===== src/hdl/llsp_pkg.sv =====
// ----------------------------------------------------------------------------
// llsp_pkg
// Shared types and constants of the least-loaded server picker.
// ----------------------------------------------------------------------------
`default_nettype none

package llsp_pkg;

  // Default number of server slots in the cell chain.
  localparam int unsigned SLOTS_DEF = 16;

  // Field widths.
  localparam int unsigned KIND_W  = 3;
  localparam int unsigned SLOT_W  = 4;
  localparam int unsigned CNT_W   = 32;
  localparam int unsigned ADDR_W  = 32;
  localparam int unsigned PORT_W  = 16;
  localparam int unsigned STAT_W  = 2;

  // Stream word widths, padded to whole bytes.
  localparam int unsigned IN_DATA_W  = 152;
  localparam int unsigned IN_USER_W  = 8;
  localparam int unsigned OUT_DATA_W = 120;
  localparam int unsigned OUT_USER_W = 8;

  // Request kinds.
  typedef enum logic [KIND_W-1:0] {
    REQ_REGISTER = 3'd0,
    REQ_REMOVE   = 3'd1,
    REQ_UP       = 3'd2,
    REQ_DOWN     = 3'd3,
    REQ_REQUEST  = 3'd4
  } req_e;

  // Result status codes.
  typedef enum logic [STAT_W-1:0] {
    ST_OK       = 2'd0,
    ST_NONE     = 2'd1,
    ST_FULL     = 2'd2,
    ST_MISMATCH = 2'd3
  } status_e;

  // Command held stable and broadcast to every cell while a word walks the chain.
  typedef struct packed {
    logic [KIND_W-1:0] kind;
    logic [SLOT_W-1:0] slot;
    logic [CNT_W-1:0]  max_conns;
    logic [CNT_W-1:0]  cur_conns;
    logic [ADDR_W-1:0] primary_addr;
    logic [ADDR_W-1:0] backup_addr;
    logic [PORT_W-1:0] server_port;
  } cmd_t;

  // Partial result handed from one cell to the next.
  typedef struct packed {
    logic              match;     // some cell owns the addressed slot
    logic              hit;       // addressed slot was occupied
    logic [CNT_W-1:0]  hit_cur;   // its count before the update
    logic              any;       // a valid slot was seen
    logic              found;     // a slot below its limit was seen
    logic [CNT_W-1:0]  best;
    logic [SLOT_W-1:0] best_slot;
    logic [ADDR_W-1:0] best_pri;
    logic [ADDR_W-1:0] best_bak;
    logic [PORT_W-1:0] best_port;
  } acc_t;

endpackage

`default_nettype wire


===== src/hdl/llsp_cell.sv =====
// ----------------------------------------------------------------------------
// llsp_cell
// One server slot of the chain: holds the slot state, applies the command
// when the token passes and hands the updated partial result onward.
// ----------------------------------------------------------------------------
`default_nettype none

module llsp_cell
  import llsp_pkg::*;
#(
  parameter int unsigned CellIdx = 0
) (
  input  wire logic clk_i,
  input  wire logic rst_ni,
  input  wire cmd_t cmd_i,
  input  wire logic tok_i,
  input  wire acc_t acc_i,
  output logic      tok_o,
  output acc_t      acc_o
);

  logic              valid_q, valid_d;
  logic [CNT_W-1:0]  current_q;
  logic [CNT_W-1:0]  limit_q;
  logic [ADDR_W-1:0] pri_q;
  logic [ADDR_W-1:0] bak_q;
  logic [PORT_W-1:0] port_q;
  logic              tok_q;
  acc_t              acc_q, acc_d;
  logic              match;
  logic              do_load;
  logic              do_up;
  logic              do_down;

  // This cell owns the addressed slot.
  assign match = (32'(cmd_i.slot) == 32'(CellIdx));

  // Update strobes, only while the token sits on this cell.
  assign do_load = tok_i && match && (cmd_i.kind == REQ_REGISTER) && !valid_q;
  assign do_up   = tok_i && match && (cmd_i.kind == REQ_UP) && valid_q;
  assign do_down = tok_i && match && (cmd_i.kind == REQ_DOWN) && valid_q;

  // Next valid bit.
  always_comb begin
    valid_d = valid_q;
    if (do_load) begin
      valid_d = 1'b1;
    end else if (tok_i && match && (cmd_i.kind == REQ_REMOVE)) begin
      valid_d = 1'b0;
    end
  end

  // Merge this slot into the partial result.
  always_comb begin
    acc_d = acc_i;
    if (match) begin
      acc_d.match   = 1'b1;
      acc_d.hit     = valid_q;
      acc_d.hit_cur = current_q;
    end
    if ((cmd_i.kind == REQ_REQUEST) && valid_q) begin
      acc_d.any = 1'b1;
      if ((current_q < limit_q) && (!acc_i.found || (current_q < acc_i.best))) begin
        acc_d.found     = 1'b1;
        acc_d.best      = current_q;
        acc_d.best_slot = SLOT_W'(CellIdx);
        acc_d.best_pri  = pri_q;
        acc_d.best_bak  = bak_q;
        acc_d.best_port = port_q;
      end
    end
  end

  // Control state: slot valid bit and token.
  always_ff @(posedge clk_i or negedge rst_ni) begin
    if (!rst_ni) begin
      valid_q <= 1'b0;
      tok_q   <= 1'b0;
    end else begin
      valid_q <= valid_d;
      tok_q   <= tok_i;
    end
  end

  // Slot payload and the partial result handed to the neighbor.
  always_ff @(posedge clk_i) begin
    if (do_load) begin
      current_q <= cmd_i.cur_conns;
      limit_q   <= cmd_i.max_conns;
      pri_q     <= cmd_i.primary_addr;
      bak_q     <= cmd_i.backup_addr;
      port_q    <= cmd_i.server_port;
    end else if (do_up) begin
      current_q <= current_q + 1'b1;
    end else if (do_down) begin
      current_q <= current_q - 1'b1;
    end
    if (tok_i) begin
      acc_q <= acc_d;
    end
  end

  assign tok_o = tok_q;
  assign acc_o = acc_q;

endmodule

`default_nettype wire


===== config.mk =====
export PLATFORM = sky130hd
export DESIGN_NAME = llsp_cell
export DESIGN_NICKNAME = d
export VERILOG_FILES = /design/src/hdl/llsp_pkg.sv /design/src/hdl/llsp_cell.sv
export SDC_FILE = /design/constraint.sdc
export NUM_CORES = 1
export LEC_CHECK = 0
export ABC_AREA = 1
export BUFFER_PORTS_ARGS = -buffer_cell sky130_fd_sc_hd__buf_2
export CELL_PAD_IN_SITES_DETAIL_PLACEMENT = 1
export CELL_PAD_IN_SITES_GLOBAL_PLACEMENT = 1
export CORE_UTILIZATION = 39
export DETAILED_ROUTE_END_ITERATION = 16
export PLACE_DENSITY_LB_ADDON = 0.05
export SLEW_MARGIN = 20
export SYNTH_ARGS = -nofsm -noshare
export SYNTH_HDL_FRONTEND = slang
export SYNTH_SLANG_ARGS = --single-unit

===== constraint.sdc =====
create_clock -name clk_i -period 5.6 [get_ports clk_i]
set_input_delay 1.12 -clock clk_i [delete_from_list [all_inputs] [get_ports clk_i]]
set_output_delay 1.12 -clock clk_i [all_outputs]
set_load 0.01 [all_outputs]

== Yosys cells after proc, flatten, opt, wreduce, memory -nomap -nowiden ==
Index checks and enable logic that the tools add are counted.
W data, S select, Z words.
Operators by class
  reductions and logical operators: 17
  add/subtract/negate cells: 2
  $lt $le $gt $ge: 2
  mux-type cells: 8
  eq/ne operators: 4
Operators with widths (number)
  $mux W117: 2
  $mux W32: 3
  $lt A32 B32 Y1: 2
  $mux W33: 1
  $add A32 B1 Y32 const B: 1
  $sub A32 B1 Y32 const B: 1
  $logic_and A1 B1 Y1: 10
  $eq A3 B2 Y1 const B: 2
  $logic_not A4 Y1: 1
  $eq A3 B1 Y1 const B: 1
  $eq A3 B3 Y1 const B: 1
  $logic_not A3 Y1: 1
  $reduce_bool A3 Y1: 1
  $logic_not A1 Y1: 2
  $mux W1: 2
  $reduce_bool A2 Y1: 1
  $logic_or A1 B1 Y1: 1
Word-level totals
  register bits: 298
  logic and storage cells: 50
  output and inout port bits: 153
  bits of input ports: 306

== Logic depth before layout (Yosys ltp) ==
  depth after elaboration: 7
  mapped depth: 18
  gate-level depth less buffers: 16

== Worst setup path before layout ==
Ideal clock, no wire load.
  kind: input port to flip-flop
  start: input cmd_i[147] (netlist bit)
  end: register bak_q[0] (enable)
  data required time: 5.080 ns
  setup time: 0.520 ns
  slack: -0.010 ns
  path buffers: 2
  cell stages on the path: 7
  data arrival time: 5.090 ns
  path through: nor2_1 nand2_1 nor2_1 nand2_1 inv_1 clkbuf_1 clkbuf_1
On the way
  longest elaborated chain between the ends: 4
RTL lines
  start, declared: line llsp_cell.sv:15  | input wire cmd_t cmd_i,
  $logic_not A4 Y1: line llsp_cell.sv:36  | assign match = (32'(cmd_i.slot) == 32'(CellIdx));
  $logic_and A1 B1 Y1 (3 in series): line llsp_cell.sv:39  | assign do_load = tok_i && match && (cmd_i.kind == REQ_REGISTER) && !valid_q;
  named net do_load: line llsp_cell.sv:31  | logic do_load;
  end signal, assigned: line llsp_cell.sv:91  | bak_q <= cmd_i.backup_addr;
  end, declared: line llsp_cell.sv:26  | logic [ADDR_W-1:0] bak_q;
The timed path passes the listed nets, and every way through them passes these cells.
A chain may end at the register's enable or synchronous reset.

== Worst setup path after layout ==
  start: input cmd_i[147] (netlist bit)
  end: register current_q[23] (data pin)
On the way
  longest elaborated chain between the ends: 6
  elaborated cells between the ends (all ways): 8
  classes of those cells: mux (2); reduce/logical (6)
RTL lines
  $logic_not A4 Y1 (*): line llsp_cell.sv:36
  $logic_and A1 B1 Y1 (*): line llsp_cell.sv:39, llsp_cell.sv:40
  $logic_and A1 B1 Y1 (2 in series): line llsp_cell.sv:40  | assign do_up = tok_i && match && (cmd_i.kind == REQ_UP) && valid_q;
  $mux W32: line llsp_cell.sv:93  | end else if (do_up) begin
  $mux W32 (*): line llsp_cell.sv:87  | if (do_load) begin
  end signal, assigned: line llsp_cell.sv:88  | current_q <= cmd_i.cur_conns;
  end signal, assigned: line llsp_cell.sv:94  | current_q <= current_q + 1'b1;
  end signal, assigned: line llsp_cell.sv:96  | current_q <= current_q - 1'b1;
  end, declared: line llsp_cell.sv:23  | logic [CNT_W-1:0] current_q;
Every way passes the cells marked *; elsewhere a longest branch is shown, timed or not.

==> flow_metrics.py <==
metrics = {
    "timing": {
        "fin_crit_ns": 3.945,
        "tns_ns": 0,
        "fin_crit_sh": 0.7045,
        "slew_viol_final": 0,
        "holdWs_ns": 0.3562,
        "worst_pin_slew_ns": 1.074,
        "slew_headroom": 0.2797,
        "finalClockSkew_ns": 0.02774,
        "hold_violations": 0,
        "maxClockFrequency_ghz": 0.2535,
        "setup_viol": 0,
        "rsz0062_at_grt": "no",
    },
    "critical_path": {
        "timing.rr.start": "current_q[25]",
        "rr_worst_depth": 11,
        "cp-end-kind": "flop",
        "critical_path_arrival_ns": 4.24,
        "start_kind": "input port",
        "r2r_end": "acc_o[48]",
        "crit_required_ns": 5.90,
        "path_class": "input port to flop",
        "crit_fanout": 16,
        "r2r_slack_ns": 1.93,
    },
    "clocking": {
        "clkTransAtPathRegs_ns": 0.06,
        "clock_sinks": 298,
        "cts-root-buf": "clkbuf_16",
        "clock_latency_ns": 0.55,
        "h-tree-depth": 2,
        "cts_buffers": 36,
        "cts_tree": "yes",
        "cts_setup_buffers": 0,
        "cts_hold_buf": 0,
        "clk_path_buf_depth": 3,
        "cts_resized": 0,
    },
    "synth": {
        "synth.top_cell.area_share": 0.5980,
        "async_flop_share": 0.006711,
        "synth_area_leaders": "edfxtp_1 60%, nand2_1 13%, ha_1 7.8%",
        "yosysUniqueCellTypes": 31,
        "synth_area_per_cell_sq_um": 9.956,
        "seq_area_frac_synth": 0.6013,
        "synthFlopType": "edfxtp_1",
        "ys_ff_latch": 298,
        "synth_area_sq_um": 14860,
        "ys_warn_count": 0,
        "syn-num-nets": 1893,
        "synth-edff-count": 296,
        "syn-instance-count": 1493,
        "synth_top_area_cell": "edfxtp_1",
    },
    "layout": {
        "final_cell_mix": "525 x nand2_1, 457 x buf_2, 296 x edfxtp_1, 147 x nand3_1, 109 x inv_1",
        "nNetsFinal": 2353,
        "fillers": 4416,
        "final_util": 0.5035,
        "final_common_cell": "nand2_1",
        "drive_above_1_share": 0.2692,
        "area.growth.synth_to_final_pct": 27.30,
    },
    "global_route": {
        "grt_max_degree": 154,
        "gr-usage-all-layers": 0.2633,
        "grt_pass1_vias": 12677,
        "grt_antenna_before_repair": 26,
        "grt_overflow": 0,
        "grt_pass1_wl_mm": 75.69,
    },
    "run_status": {
        "run_status": "finished clean",
    },
    "floorplan": {
        "ios": 459,
        "die_area_sq_um": 38900,
        "die_x_um": 197.2,
        "rows": 71,
        "die_h_um": 197.2,
        "core_sq_um": 37580,
        "start_util": 0.3956,
    },
    "route": {
        "ant_nets": 0,
        "remaining_drc_errors": 0,
        "dr.pass1.iters": 5,
        "routed_wl_mm": 52.04,
        "vias": 12539,
        "drt-initial-drc-count": 611,
        "wire_per_inst_um": 20.76,
        "vias_per_cell": 5.002,
    },
    "power": {
        "p_leak_nw": 8.641,
        "p_per_area_nw_per_um2": 278.7,
        "peakVddDrop_mv": 0.2035,
    },
    "flow_run": {
        "maxCapViolCount": 0,
    },
    "place": {
        "portBuffers": 458,
        "gp_congestion": 0.8940,
        "dp_hpwl_mm": 38.89,
    },
    "hold_path": {
        "hp-class": "input port to asynchronous set/reset pin",
    },
}
==> synth_stat cells, types with 2 or more instances <==
cell type and number:
nand3b_1 9, nor4_1 3, o21a_1 5, nor2_1 67
xor2_1 4, o21ai_0 56, a21boi_0 4, o21bai_1 3
nand2_1 528, a21oi_1 74, a21o_1 2, buf_2 12
inv_1 111, ha_1 93, buf_4 9, nor3_1 12
a31oi_1 3, nand4_1 6, nand3_1 147, or2_2 7
o211ai_1 2, xnor2_1 3, dfrtp_1 2, edfxtp_1 296
clkbuf_1 29
==> metrics by stage <==
step | instance area (sq um) | setup slack, ns | total power [mW] | instances
3_5_place_dp | 17740 | 1.138 | 3.013 | 2426
5_1_grt | 18910 | 1.315 | 5.451 | 2504
6_report | 18920 | 1.655 | 5.273 | 2507
3_3_place_gp | 17740 | 1.292 | 3.000 | 2426
4_1_cts | 18870 | 1.715 | 5.324 | 2487
2_1_floorplan | 14870 | 0.2876 | 2.762 | 1493
==> sequential cells by signal, indices dropped and copies added (netlist names) <==
name	flops
acc_o	152
bak_q	32
current_q	32
limit_q	32
port_q	16
pri_q	32
tok_o	1
valid_q	1
==> worst max-delay path, stage by stage <==
cell and delay (ns):
buf_2 0.09, nor2_1 0.13, nand2_2 0.07, nor2_1 0.18, nand2_1 0.49, ha_1 0.58
nand2_1 0.11, o21ai_0 0.33, a21oi_1 0.23, o21ai_0 0.48, nand2_1 0.14, nand2_1 0.09
nand2_1 0.05, nand3_1 0.06, nand2_1 0.05
==> layout make-up <==
class                           count  area [sq um]  area share
Timing Repair Buffer              472          2445      0.1292
Multi-Input combinational cell   1033          5294      0.2798
Antenna cell                       20         50.05    0.002645
Tap cell                          511         639.4     0.03379
Clock buffer                       41         940.9     0.04973
Clock inverter                     20         188.9    0.009985
Inverter                          112         425.4     0.02248
Sequential cell                   298          8939      0.4724
==> cells by family after synthesis <==
logic type | after synthesis | share of synthesized area
compound gates | 151 | 0.05480
xor+xnor | 7 | 0.004125
fa+ha+maj | 94 | 0.07963
buf+inv | 162 | 0.04419
flops | 298 | 0.6013
simple gates | 781 | 0.2159
==> layer usage <==
| metal | global-route usage | vias to the layer above | wire (um) |
|---|---|---|---|
| met4 | 0.1019 | 12 | 1711 |
| met3 | 0.06454 | 98 | 3336 |
| met5 | 0 | - | 83 |
| met2 | 0.4649 | 342 | 26400 |
| met1 | 0.3064 | 6031 | 20510 |
| li1 | - | 6056 | - |
==> power by group <==
group | total [mW] | internal, mW | switching, mW
clock network | 2.31 | 1.38 | 0.929
logic | 0.407 | 0.171 | 0.236
registers | 2.56 | 2.54 | 0.0209
total | 5.27 | 4.09 | 1.19
==> how the worst max path moves through the flow <==
stage,from,cells past startpoint,to
CTS,cmd_i[147],15,current_q[31]
global route,cmd_i[147],15,current_q[23]
detailed placement,cmd_i[147],15,current_q[31]
global placement,cmd_i[147],15,current_q[31]
floorplan,cmd_i[147],5,current_q[0]
finish,cmd_i[147],15,current_q[23]
Note: power is estimated with default switching activity, not from simulation.
